==> config.mk <==
export PLATFORM = sky130hd
export DESIGN_NAME = ewma_circuit_breaker_top
export DESIGN_NICKNAME = d
export VERILOG_FILES = /design/src/hw/rtl/ecb_pkg.sv /design/src/hw/rtl/ewma_circuit_breaker_top.sv
export SDC_FILE = /design/constraint.sdc
export NUM_CORES = 1
export LEC_CHECK = 0
export ABC_AREA = 0
export BUFFER_PORTS_ARGS = -buffer_cell sky130_fd_sc_hd__buf_2
export CAP_MARGIN = 10
export CORE_MARGIN = 8
export CORE_UTILIZATION = 50
export DETAILED_ROUTE_END_ITERATION = 8
export GPL_TIMING_DRIVEN = 0
export MAX_ROUTING_LAYER = met4
export PLACE_DENSITY = 0.69
export SETUP_SLACK_MARGIN = 0.05
export SYNTH_ARGS = -nofsm -noshare
export SYNTH_HDL_FRONTEND = slang
export SYNTH_SLANG_ARGS = --single-unit
==> constraint.sdc <==
create_clock -name clock -period 26.4 [get_ports clock]
set_clock_uncertainty 0.1 [all_clocks]
set_input_delay 0 -clock clock [delete_from_list [all_inputs] [get_ports clock]]
set_output_delay 0 -clock clock [all_outputs]
set_load 0.1 [all_outputs]
==> src/hw/rtl/ecb_pkg.sv <==
// Shared types, constants and the blend function of the EWMA circuit breaker.
// Depends on nothing; imported by ewma_circuit_breaker_top, ecb_breaker_checker and testbench.
`default_nettype none

package ecb_pkg;

   localparam int LATENCY_W  = 24;
   localparam int RATE_W     = 17;
   localparam int WMARK_W    = 18;
   localparam int CSR_IDX_W  = 2;
   localparam int CSR_DATA_W = 24;
   localparam int REQ_DATA_W = 48;
   localparam int RSP_DATA_W = 64;

   // Smoothing weight alpha = 0.3 in Q0.16.
   localparam logic [15:0] ALPHA_Q16 = 16'd19661;

   // 1.0 in Q1.16, and the reset values of the limit registers.
   localparam logic [RATE_W-1:0]    ONE_Q16           = 17'd65536;
   localparam logic [LATENCY_W-1:0] LATENCY_LIMIT_RST = 24'hFFFFFF;

   typedef enum logic [1:0] {
      OP_LATENCY  = 2'd0,
      OP_ERROR    = 2'd1,
      OP_RESOURCE = 2'd2,
      OP_CHECK    = 2'd3
   } opcode_type;

   typedef enum logic [1:0] {
      REASON_ACCEPT   = 2'd0,
      REASON_LATENCY  = 2'd1,
      REASON_ERROR    = 2'd2,
      REASON_RESOURCE = 2'd3
   } reason_type;

   typedef enum logic [CSR_IDX_W-1:0] {
      CSR_LATENCY_LIMIT  = 2'd0,
      CSR_ERROR_LIMIT    = 2'd1,
      CSR_RESOURCE_LIMIT = 2'd2,
      CSR_LIMITS_ENABLED = 2'd3
   } csr_index_type;

   // avg_new = (alpha*x + (1-alpha)*avg) >> 16, rewritten as
   // ((avg << 16) + alpha*(x - avg)) >> 16 so that one multiplier is enough.
   // The sum is never negative, so the floor of the shift matches exactly.
   function automatic logic [LATENCY_W-1:0] blend(input logic [LATENCY_W-1:0] x,
                                                 input logic [LATENCY_W-1:0] avg);
      logic signed [LATENCY_W:0]    diff;
      logic signed [LATENCY_W+17:0] diff_ext;
      logic signed [LATENCY_W+17:0] alpha_ext;
      logic signed [LATENCY_W+17:0] base_ext;
      logic signed [LATENCY_W+17:0] acc;
      diff      = $signed({1'b0, x}) - $signed({1'b0, avg});
      diff_ext  = (LATENCY_W+18)'(diff);
      alpha_ext = $signed({(LATENCY_W+2)'(0), ALPHA_Q16});
      base_ext  = $signed({2'b00, avg, 16'h0000});
      acc       = base_ext + diff_ext * alpha_ext;
      return acc[LATENCY_W+15:16];
   endfunction

endpackage

`default_nettype wire

==> src/hw/rtl/ewma_circuit_breaker_top.sv <==
// EWMA circuit breaker: input register, single-pass update logic, result register.
// Depends on ecb_pkg for field widths, codes and the blend function.
// A req word accepted goes first into the input register, then into the result
// register, from which its rsp word leaves.
// Throughput: one word per cycle; both stages advance whenever the result
// register is empty or being taken.
// Reset (synchronous, active high) clears averages, breaker, seen flag and both
// stages, sets the limits to full scale and disables them.
`default_nettype none

module ewma_circuit_breaker_top (
   input  wire logic                             clock,
   input  wire logic                             reset,
   // Request stream.
   input  wire logic                             req_tvalid,
   output      logic                             req_tready,
   // tdata, low bit up: latency_sample[23:0], error_flag[24],
   // watermark_sample[42:25] (signed), zero fill [47:43].
   input  wire logic [ecb_pkg::REQ_DATA_W-1:0]   req_tdata,
   // tuser: opcode[1:0].
   input  wire logic [1:0]                       req_tuser,
   // Response stream.
   output      logic                             rsp_tvalid,
   input  wire logic                             rsp_tready,
   // tdata, low bit up: reason_code[1:0], breaker_open[2],
   // latency_baseline[26:3], error_baseline[43:27],
   // resource_baseline[60:44], zero fill [63:61].
   output      logic [ecb_pkg::RSP_DATA_W-1:0]   rsp_tdata,
   // tuser: decision_valid[0].
   output      logic                             rsp_tuser,
   // Register write channel.
   input  wire logic                             csr_valid,
   output      logic                             csr_ready,
   input  wire logic [ecb_pkg::CSR_IDX_W-1:0]    csr_index,
   input  wire logic [ecb_pkg::CSR_DATA_W-1:0]   csr_wdata
);

   import ecb_pkg::*;

   // Limit registers.
   logic [LATENCY_W-1:0] lat_limit_ff;
   logic [RATE_W-1:0]    err_limit_ff;
   logic [RATE_W-1:0]    res_limit_ff;
   logic                 limits_en_ff;

   // Input stage.
   logic                 in_valid_ff;
   opcode_type           in_op_ff;
   logic [LATENCY_W-1:0] in_lat_ff;
   logic                 in_err_ff;
   logic [WMARK_W-1:0]   in_wmark_ff;

   // Running state.
   logic [LATENCY_W-1:0] avg_lat_ff,  avg_lat_in;
   logic [RATE_W-1:0]    avg_err_ff,  avg_err_in;
   logic [RATE_W-1:0]    avg_res_ff,  avg_res_in;
   logic                 seen_ff,     seen_in;
   logic                 open_ff,     open_in;

   // Result register.
   logic                 out_valid_ff;
   logic                 out_dec_ff,  out_dec_in;
   reason_type           out_reason_ff, reason_in;

   logic                 advance;
   logic [LATENCY_W-1:0] sample_x;
   logic [LATENCY_W-1:0] sample_avg;
   logic [LATENCY_W-1:0] blended;
   logic [LATENCY_W-1:0] new_avg;
   logic [RATE_W-1:0]    wmark_clamped;

   // The result register frees up when it is empty or its word is taken this cycle;
   // the input register can then always hand its word on.
   assign advance    = !out_valid_ff || rsp_tready;
   assign req_tready = !in_valid_ff || advance;
   assign csr_ready  = 1'b1;

   // Watermark is clamped to 0..1.0 in Q1.16 before it enters the average.
   always_comb begin
      priority if (in_wmark_ff[WMARK_W-1]) begin
         wmark_clamped = '0;
      end else if (in_wmark_ff[WMARK_W-2:0] > ONE_Q16) begin
         wmark_clamped = ONE_Q16;
      end else begin
         wmark_clamped = in_wmark_ff[RATE_W-1:0];
      end
   end

   // One blend unit serves all three averages; the opcode picks its operands.
   always_comb begin
      unique case (in_op_ff)
         OP_LATENCY: begin
            sample_x   = in_lat_ff;
            sample_avg = avg_lat_ff;
         end
         OP_ERROR: begin
            sample_x   = in_err_ff ? LATENCY_W'(ONE_Q16) : '0;
            sample_avg = LATENCY_W'(avg_err_ff);
         end
         OP_RESOURCE: begin
            sample_x   = LATENCY_W'(wmark_clamped);
            sample_avg = LATENCY_W'(avg_res_ff);
         end
         default: begin
            sample_x   = '0;
            sample_avg = '0;
         end
      endcase
   end

   assign blended = blend(sample_x, sample_avg);
   // The seen flag is shared by all three averages: only the very first sample
   // of any kind loads its average directly.
   assign new_avg = seen_ff ? blended : sample_x;

   always_comb begin
      avg_lat_in = avg_lat_ff;
      avg_err_in = avg_err_ff;
      avg_res_in = avg_res_ff;
      seen_in    = seen_ff;
      open_in    = open_ff;
      out_dec_in = 1'b0;
      reason_in  = REASON_ACCEPT;
      unique case (in_op_ff)
         OP_LATENCY: begin
            avg_lat_in = new_avg;
            seen_in    = 1'b1;
         end
         OP_ERROR: begin
            avg_err_in = new_avg[RATE_W-1:0];
            seen_in    = 1'b1;
         end
         OP_RESOURCE: begin
            avg_res_in = new_avg[RATE_W-1:0];
            seen_in    = 1'b1;
         end
         OP_CHECK: begin
            // Checks go in priority order; a trip needs the average strictly
            // above its limit, and disabled limits always accept.
            out_dec_in = 1'b1;
            if (limits_en_ff) begin
               priority if (avg_lat_ff > lat_limit_ff) begin
                  reason_in = REASON_LATENCY;
               end else if (avg_err_ff > err_limit_ff) begin
                  reason_in = REASON_ERROR;
               end else if (avg_res_ff > res_limit_ff) begin
                  reason_in = REASON_RESOURCE;
               end else begin
                  reason_in = REASON_ACCEPT;
               end
            end
            open_in = (reason_in != REASON_ACCEPT);
         end
         default: begin
         end
      endcase
   end

   // Control and state registers.
   always_ff @(posedge clock) begin
      if (reset) begin
         lat_limit_ff  <= LATENCY_LIMIT_RST;
         err_limit_ff  <= ONE_Q16;
         res_limit_ff  <= ONE_Q16;
         limits_en_ff  <= 1'b0;
         in_valid_ff   <= 1'b0;
         out_valid_ff  <= 1'b0;
         avg_lat_ff    <= '0;
         avg_err_ff    <= '0;
         avg_res_ff    <= '0;
         seen_ff       <= 1'b0;
         open_ff       <= 1'b0;
      end else begin
         if (csr_valid && csr_ready) begin
            unique case (csr_index_type'(csr_index))
               CSR_LATENCY_LIMIT:  lat_limit_ff <= csr_wdata;
               CSR_ERROR_LIMIT:    err_limit_ff <= csr_wdata[RATE_W-1:0];
               CSR_RESOURCE_LIMIT: res_limit_ff <= csr_wdata[RATE_W-1:0];
               CSR_LIMITS_ENABLED: limits_en_ff <= csr_wdata[0];
               default: begin
               end
            endcase
         end
         if (req_tready) begin
            in_valid_ff <= req_tvalid;
         end
         if (advance) begin
            out_valid_ff <= in_valid_ff;
            if (in_valid_ff) begin
               avg_lat_ff <= avg_lat_in;
               avg_err_ff <= avg_err_in;
               avg_res_ff <= avg_res_in;
               seen_ff    <= seen_in;
               open_ff    <= open_in;
            end
         end
      end
   end

   // Payload registers, no reset needed.
   always_ff @(posedge clock) begin
      if (req_tvalid && req_tready) begin
         in_op_ff    <= opcode_type'(req_tuser);
         in_lat_ff   <= req_tdata[LATENCY_W-1:0];
         in_err_ff   <= req_tdata[LATENCY_W];
         in_wmark_ff <= req_tdata[LATENCY_W+WMARK_W:LATENCY_W+1];
      end
      if (advance && in_valid_ff) begin
         out_dec_ff    <= out_dec_in;
         out_reason_ff <= reason_in;
      end
   end

   // The result word reports the state as it stands after its item, which is
   // exactly what the state registers hold while the word waits.
   assign rsp_tvalid = out_valid_ff;
   assign rsp_tuser  = out_dec_ff;
   assign rsp_tdata  = {3'b000, avg_res_ff, avg_err_ff, avg_lat_ff, open_ff, out_reason_ff};

   // Once any sample has arrived, averages blend from then on.
   a_seen_sticky: assert property (@(posedge clock) disable iff (reset)
      seen_ff |=> seen_ff)
      else $error("seen flag cleared after a sample");

   // Sample words carry no decision.
   a_sample_no_reason: assert property (@(posedge clock) disable iff (reset)
      (out_valid_ff && !out_dec_ff) |-> (out_reason_ff == REASON_ACCEPT))
      else $error("sample result carries a reason code");

   // A check result opens the breaker exactly when it rejects.
   a_open_matches_reason: assert property (@(posedge clock) disable iff (reset)
      (out_valid_ff && out_dec_ff) |-> (open_ff == (out_reason_ff != REASON_ACCEPT)))
      else $error("breaker state disagrees with reason code");

   // Rate averages stay within 0..1.0.
   a_rate_range: assert property (@(posedge clock) disable iff (reset)
      (avg_err_ff <= ONE_Q16) && (avg_res_ff <= ONE_Q16))
      else $error("rate average above 1.0");

   // A stalled result holds the word in the input stage.
   a_input_held: assert property (@(posedge clock) disable iff (reset)
      (in_valid_ff && !advance) |=> in_valid_ff)
      else $error("input word dropped while result stalled");

endmodule

`default_nettype wire

==> summary.md, run 1 <==
* Layout fillers: 2969
* initial DRC count: 1103
* DPL Wire Length: 41300 um
* first-pass GRT wire length: 78300 um
* CP max stage delay: 1.08 ns
* HP Class: input pin to flop
* setup repair after global routing missed its margin: false
* horizontal die dimension: 199 um
* fraction of final layout cells with drive strength greater than 1: 9.97%
* Worst EP arrival: 12.55 ns
* port buffer count: 138
* mean cell area of the mapped netlist: 9.10 um^2
* routed metal-1 wire length: 22400 um
* Critical Path Source: in_wmark_ff[3]
* share of the clock period used by the worst path after layout: 46.9%
* ANT nets after route: 0
* total overflow reported by the global router: 0
* kind of launch point of the worst setup path: flop
* Top Metal Used: met4
* core outline area: 33300 um^2
* via count of the first global-routing pass: 13800
* global routing usage summed across all routing layers: 26.4%
* count of mapped cells out of synthesis: 1842
* number of diodes: 0
* number of nets in the layout: 2565
* worst reg2reg startpoint: in_wmark_ff[3]
* clock-pin slew on the worst setup and hold paths: 0.07 ns
* Yosys warning count: 0
* Clock Sinks: 169
* die boundary height: 199 um
* full die area: 39600 um^2
* count of TritonRoute iterations in the first routing pass: 7
* Synth async-reset ratio: 0%
* max frequency: 0.0808 GHz
* global placement routability congestion: 0.948
* sequential fraction of the synthesis area: 23.0%
* #FFs+latches synth: 169
* worst r2r dst: avg_res_ff[16]
* initial antenna violation count: 0
* WL per Instance: 19.7 um
* most instantiated flip-flop cell in the synthesis netlist: dfxtp_1
* number of primary I/O pins: 149
* insertion delay of the later-clocked pin in the worst-skew pair: 0.44 ns
* number of hold violations in the final report: 0
* fin crit period: 12.37 ns
* WP data required: 26.59 ns
* mapped cell area: 16800 um^2
* total wirelength of the detailed-routed design: 50100 um
* maxcap violations: 0
* Worst Reg2Reg Path Length in Cells: 37
* sum of negative setup slack: 0 ns
* CP endpoint kind: flop
* number of library cell types mapped by synthesis: 70
* CTS tree: built
* commonest non-fill, non-tap cell in the layout: inv_1
* Buf+Inv Stages, Crit Path: 7
* Critical Path Stages: 37
* worst-path maximum fanout: 10
* pin count of the biggest net entering global routing: 40
* count of vias placed by the detailed router: 13900
* DR WL met2: 22600 um
* Post-Route Utilization: 58.4%
* CTS Root Cell: clkbuf_16
* commonest cells after routing, fill and taps aside: inv_1, ha_1, fa_1
* Inserted Clock Buffers: 17
* starting density of the core: 50.4%
* critical path's top delay family: compound AO/OA/AOI/OAI gates
* status: finished, final reports clean
* DR DRC count: 0
* Worst Max-Slew Pin Slew: 1.27 ns
* clock buffer depth: 2
* WL met3: 3990 um
* WS Path Type: flop to flop
* H-tree depth: 4
* layout-stage area growth over the synthesis result: 15.9%
* library cell contributing the largest single delay on the critical path: nor4_1
* number of flops mapped to enable cells by yosys: 48
* Row Count: 67
* Slew Viols, Final: 0
* number of setup violations in the final report: 0
* worst setup path endpoint: avg_res_ff[16]
* tightest slew margin relative to the limit: 14.4%
* DR vias/cell: 5.47
* register-to-register setup slack: 14.03 ns
-- flip-flops by register name, indices dropped and copies added, names as in the netlist --
name / count
rsp_tvalid: 1
open_ff: 1
res_limit_ff: 17
avg_lat_ff: 24
limits_en_ff: 1
avg_res_ff: 17
err_limit_ff: 17
in_lat_ff: 24
avg_err_ff: 17
rsp_tuser: 1
out_reason_ff: 2
in_wmark_ff: 18
lat_limit_ff: 24
in_valid_ff: 1
seen_ff: 1
in_op_ff: 2
in_err_ff: 1
-- synth_stat cells (all sizes together), types with 5 or more instances --
cell type	number	area share [%]
a21o	61	2.8
nor2	99	2.2
nand2b	10	0.37
nor3b	6	0.27
a22o	14	0.73
clkbuf	48	1.3
edfxtp	48	8.6
a2111oi	6	0.37
o31ai	6	0.30
a211oi	27	1.2
and3	10	0.38
buf	9	0.34
a31oi	13	0.57
fa	162	19
nand4	19	0.71
nor2b	14	0.52
nor4	7	0.26
inv	366	8.2
nand3	18	0.54
a21oi	105	3.1
a311oi	5	0.26
or2	7	0.26
and2	13	0.49
dfxtp	121	14
o211ai	31	1.4
o21bai	5	0.25
o21a	27	1.2
xor2	20	1.0
nand2	162	3.6
xnor2	27	1.4
nor3	18	0.54
o21ai	56	1.7
ha	238	18
mux2i	28	1.7
-- layer usage --
metal / GRT usage, % / up-vias
met3: 4.56 / 62
met1: 36.2 / 6715
met4: 6.45 / 0
met5: - / -
li1: - / 6611
met2: 40.5 / 533
-- repair_timing --
action                    CTS  global route
resized for setup           0             0
hold endpoints to repair  113             0
buffers inserted            0             0
hold buffers               78             0
-- worst register-to-register path, delay by kind of cell, from the launching register on --
kind,cells,cell delay (ns)
xor+xnor,1,0.27
simple gates,7,2.44
compound gates,14,4.13
flops,1,0.39
buf+inv,7,1.50
fa+ha+maj,8,3.40
-- area by class of cell --
cell class / instances / area [um^2] / share of cell area, %
clock inverter: 15 / 129 / 0.663
multi-input combinational: 1250 / 11200 / 57.9
timing repair buffer: 221 / 1540 / 7.91
inverter: 367 / 1380 / 7.09
sequential: 169 / 3860 / 19.9
clock buffer: 17 / 425 / 2.19
tap: 448 / 561 / 2.89
buffer: 58 / 289 / 1.49
-- kinds of logic after synthesis --
group                    count (synthesis)  share of synthesized area (%)
AND/OR/NAND/NOR                        393                           10.7
multiplexers                            31                           1.87
adder cells (fa/ha/maj)                400                           37.1
other                                    2                         0.0448
AO/OA/AOI/OAI                          375                           14.9
XOR/XNOR                                47                           2.46
flip-flops                             169                           23.0
buffers and inverters                  425                           9.94
-- stage by stage --
stage	worst slack (ns)	hold WS, ns	instance area (um^2)	instances
finish	14.03	0.157	19400	2545
global route	13.34	0.155	19400	2545
CTS	13.81	0.143	19400	2541
detailed placement	13.94	0.0781	18000	2431
global placement	14.10	0.0765	18000	2430
floorplan	17.38	-0.00113	16800	1844
-- worst min-delay path by stage --
stage	start	end	cells after the start
floorplan	req_tdata[24]	in_err_ff	0
global placement	req_tdata[23]	in_lat_ff[23]	1
detailed placement	req_tdata[17]	in_lat_ff[17]	1
CTS	req_tdata[17]	in_lat_ff[17]	2
global route	req_tdata[36]	in_wmark_ff[11]	2
finish	req_tdata[39]	in_wmark_ff[14]	2
Power of run 1 is not shown: default switching activity piles up to over one toggle a cycle in this logic, so the estimate is an artifact.
==> run 2: changes to the inputs <==
Clock period 26.4 ns to 11.9 ns, I/O delays scaled along.
==> summary.md, run 2 (synthesis gave the netlist of run 1 again) <==
* worst-path maximum fanout: 10
* Worst EP arrival: 11.36 ns
* final instance area: 19500 um^2
* fraction of final layout cells with drive strength greater than 1: 10.3%
* clock-pin slew on the worst setup and hold paths: 0.07 ns
* placed cell areas: 18000 um^2
* core outline area: 33300 um^2
* H-tree depth: 4
* count of TritonRoute iterations in the first routing pass: 5
* hold depth: 2
* number of nets in the layout: 2564
* DR vias/cell: 5.48
* number of hold violations in the final report: 0
* worst reg2reg startpoint: in_wmark_ff[3]
* insertion delay of the later-clocked pin in the worst-skew pair: 0.44 ns
* total overflow reported by the global router: 0
* number of setup violations in the final report: 0
* library cell contributing the largest single delay on the critical path: nor4_2
* Post-CTS Setup Repair Bufs: 0
* max frequency: 0.0894 GHz
* pin count of the biggest net entering global routing: 40
* HP Class: input pin to flop
* kind of launch point of the worst setup path: flop
* share of the clock period used by the worst path after layout: 94.0%
* CTS Root Cell: clkbuf_16
* setup repair after global routing missed its margin: false
* Worst Max-Slew Pin Slew: 1.13 ns
* startpoint of the tightest hold check path: req_tdata[39]
* Row Count: 67
* global routing usage summed across all routing layers: 26.4%
* DR DRC count: 0
* worst r2r dst: avg_res_ff[16]
* CP max stage delay: 0.72 ns
* CTS tree: built
* CP endpoint kind: flop
* Slew Viols, Final: 0
* Clock Sinks: 169
* commonest cells after routing, fill and taps aside: inv_1, ha_1, fa_1
* initial DRC count: 1125
* maxcap violations: 0
* status: finished, final reports clean
* WP data required: 12.08 ns
* ANT nets after route: 0
* total wirelength of the detailed-routed design: 50100 um
* Worst Reg2Reg Path Length in Cells: 36
* die boundary height: 199 um
* initial antenna violation count: 0
* largest registers: avg_lat_ff (24), in_lat_ff (24), lat_limit_ff (24)
* horizontal die dimension: 199 um
* global placement routability congestion: 0.948
* DPL Wire Length: 41300 um
* fin crit period: 11.18 ns
* number of diodes: 0
* worst hold-check slack: 0.159 ns
* commonest non-fill, non-tap cell in the layout: inv_1
* first-pass GRT wire length: 78400 um
* full die area: 39600 um^2
* port buffer count: 138
* WL per Instance: 19.7 um
* hold endpoint: in_wmark_ff[14]
* register-to-register setup slack: 0.72 ns
* layout-stage area growth over the synthesis result: 16.1%
* WS Path Type: flop to flop
* count of vias placed by the detailed router: 13900
* clock buffer depth: 2
* number of primary I/O pins: 149
* tightest slew margin relative to the limit: 24.3%
* starting density of the core: 50.4%
* via count of the first global-routing pass: 13900
* Inserted Clock Buffers: 17
## run 2: critical path: cells and delay by family, from the launching register on
kind	cells	cell delay, ns
AO/OA/AOI/OAI	14	3.76
adder cells (fa/ha/maj)	8	3.37
AND/OR/NAND/NOR	7	2.15
buffers and inverters	6	0.97
flip-flops	1	0.41
XOR/XNOR	1	0.24
## run 2: layout make-up
type,count,area [um^2]
clock inverter,15,129
timing repair buffer,220,1530
sequential,169,3860
clock buffer,17,425
inverter,367,1380
multi-input combinational,1250,11300
tap,448,561
fill,2963,13800
buffer,58,292
## run 2: per-layer routing
layer  global-route usage [%]  part of all wire [%]  vias up
li1                         -                     -     6618
met1                     36.2                    45     6745
met2                     40.5                    45      512
met3                     4.56                   7.7       62
met4                     6.45                   2.2        0
met5                        -                     0        -
## run 2: timing repair
item                                   CTS  global route
setup endpoints to repair               34            40
endpoints found under the hold margin  113             0
cloned                                   0             0
gates resized for setup                  2             8
hold buffers                            78             0
## run 2: worst max path at each step
stage	start	end	slack, ns	cells past startpoint
6_report	in_wmark_ff[3]	avg_res_ff[16]	0.72	36
5_1_grt	in_wmark_ff[3]	avg_lat_ff[16]	0.26	36
4_1_cts	in_wmark_ff[0]	avg_lat_ff[16]	0.07	35
3_5_place_dp	in_wmark_ff[0]	avg_res_ff[16]	-0.56	36
3_3_place_gp	in_wmark_ff[0]	avg_res_ff[16]	-0.40	36
2_1_floorplan	in_op_ff[0]	avg_lat_ff[18]	2.88	31
## run 2: metrics by stage
stage	cells	utilization (%)	setup TNS, ns	setup WS (ns)
CTS	2541	58.3	0	0.0707
detailed placement	2431	54.2	-6.46	-0.563
floorplan	1844	-	0	2.88
finish	2544	58.5	0	0.717
global placement	2430	54.2	-3.58	-0.399
global route	2544	58.5	0	0.257
Power of run 2 is left out for the same reason.
==> run 3: changes to the inputs <==
Settings changed: CORE_UTILIZATION 50 to 34, PLACE_DENSITY 0.69 to not set.
==> summary.md, run 3 (synthesis gave the netlist of run 1 again) <==
* starting density of the core: 34.3%
* setup repair after global routing missed its margin: false
* DPL Wire Length: 44000 um
* Post-CTS Setup Repair Bufs: 0
* CTS tree: built
* Worst Reg2Reg Path Length in Cells: 34
* H-tree depth: 4
* number of diodes: 0
* ANT nets after route: 0
* HP Class: input pin to flop
* critical path's top delay family: compound AO/OA/AOI/OAI gates
* Row Count: 81
* sum of negative setup slack: 0 ns
* tightest slew margin relative to the limit: 24.0%
* DR vias/cell: 5.03
* Buf+Inv Stages, Crit Path: 7
* initial antenna violation count: 0
* count of TritonRoute iterations in the first routing pass: 5
* hold depth: 2
* Clock Sinks: 169
* CP max stage delay: 0.71 ns
* layout-stage area growth over the synthesis result: 18.0%
* largest registers: avg_lat_ff (24), in_lat_ff (24), lat_limit_ff (24)
* WS Path Type: flop to flop
* share of the clock period used by the worst path after layout: 93.8%
* initial DRC count: 1225
* max frequency: 0.0896 GHz
* kind of launch point of the worst setup path: flop
* fin crit period: 11.16 ns
* global placement routability congestion: 1.00
* number of setup violations in the final report: 0
* port buffer count: 138
* pin count of the biggest net entering global routing: 39
* Critical Path Stages: 34
* WP data required: 12.13 ns
* status: finished, final reports clean
* clock-pin slew on the worst setup and hold paths: 0.08 ns
* Post-Route Utilization: 40.5%
* core outline area: 48800 um^2
* Inserted Clock Buffers: 17
* total overflow reported by the global router: 0
* number of primary I/O pins: 149
* worst hold-check slack: 0.159 ns
* number of nets in the layout: 2565
* library cell contributing the largest single delay on the critical path: clkdlybuf4s15_1
* horizontal die dimension: 238 um
* full die area: 56700 um^2
* global routing usage summed across all routing layers: 19.3%
* Worst Max-Slew Pin Slew: 1.13 ns
* first-pass GRT wire length: 82200 um
* Worst EP arrival: 11.38 ns
* insertion delay of the later-clocked pin in the worst-skew pair: 0.45 ns
* worst-path maximum fanout: 10
* clock buffer depth: 2
* count of vias placed by the detailed router: 13900
* CP endpoint kind: flop
* fraction of final layout cells with drive strength greater than 1: 10.3%
* via count of the first global-routing pass: 14000
* maxcap violations: 0
* Cell Count, Final, Fillers Out: 2761
* dpl cells: 2650
* CTS Root Cell: clkbuf_16
* Slew Viols, Final: 0
* commonest non-fill, non-tap cell in the layout: inv_1
* WL per Instance: 19.1 um
* total wirelength of the detailed-routed design: 52700 um
* number of hold violations in the final report: 0
* commonest cells after routing, fill and taps aside: inv_1, ha_1, fa_1
* DR DRC count: 0
* die boundary height: 238 um
[run 3: per-layer routing]
layer / wire length, um / up-vias / global-route usage (%)
met5: 0 / - / -
met4: 944 / 0 / 4.22
met3: 3590 / 60 / 3.05
met2: 24000 / 488 / 30.0
met1: 24200 / 6734 / 26.3
li1: - / 6595 / -
[run 3: final cells by class]
| class | count | area (um^2) |
|---|---|---|
| fill | 4918 | 29100 |
| tap | 664 | 831 |
| clock inverter | 15 | 151 |
| timing repair buffer | 222 | 1550 |
| multi-input combinational | 1250 | 11300 |
| inverter | 367 | 1380 |
| clock buffer | 17 | 425 |
| buffer | 57 | 293 |
| sequential | 169 | 3860 |
[run 3: repair_timing]
action,4_1_cts,5_1_grt
hold buffers,80,0
hold endpoints to repair,114,0
gates resized for setup,2,9
endpoints found under the setup margin,15,40
[run 3: per-stage QoR]
| stage | cell area, um^2 | setup slack (ns) |
|---|---|---|
| after global placement | 18300 | -0.767 |
| after CTS | 19700 | 0.220 |
| final | 19800 | 0.744 |
| after floorplan | 16800 | 2.88 |
| after global routing | 19800 | 0.162 |
| after detailed placement | 18400 | -0.214 |
[run 3: final timing paths]
path                                      start         endpoint  slack [ns]
worst max-delay path                in_op_ff[0]   avg_lat_ff[16]        0.74
worst max register to register      in_op_ff[0]   avg_lat_ff[16]        0.74
worst min register to register  res_limit_ff[7]  res_limit_ff[7]        0.36
worst min-delay path              req_tdata[13]    in_lat_ff[13]        0.16
[run 3: worst register-to-register path, delay by kind of cell, from the launching register on]
family          cells  cell delay, ns
mux                 1            0.26
simple gates        5            1.07
buf+inv             7            1.68
compound gates     12            3.75
xor+xnor            1            0.48
flops               1            0.33
fa+ha+maj           8            3.37
Power of run 3 is left out for the same reason.
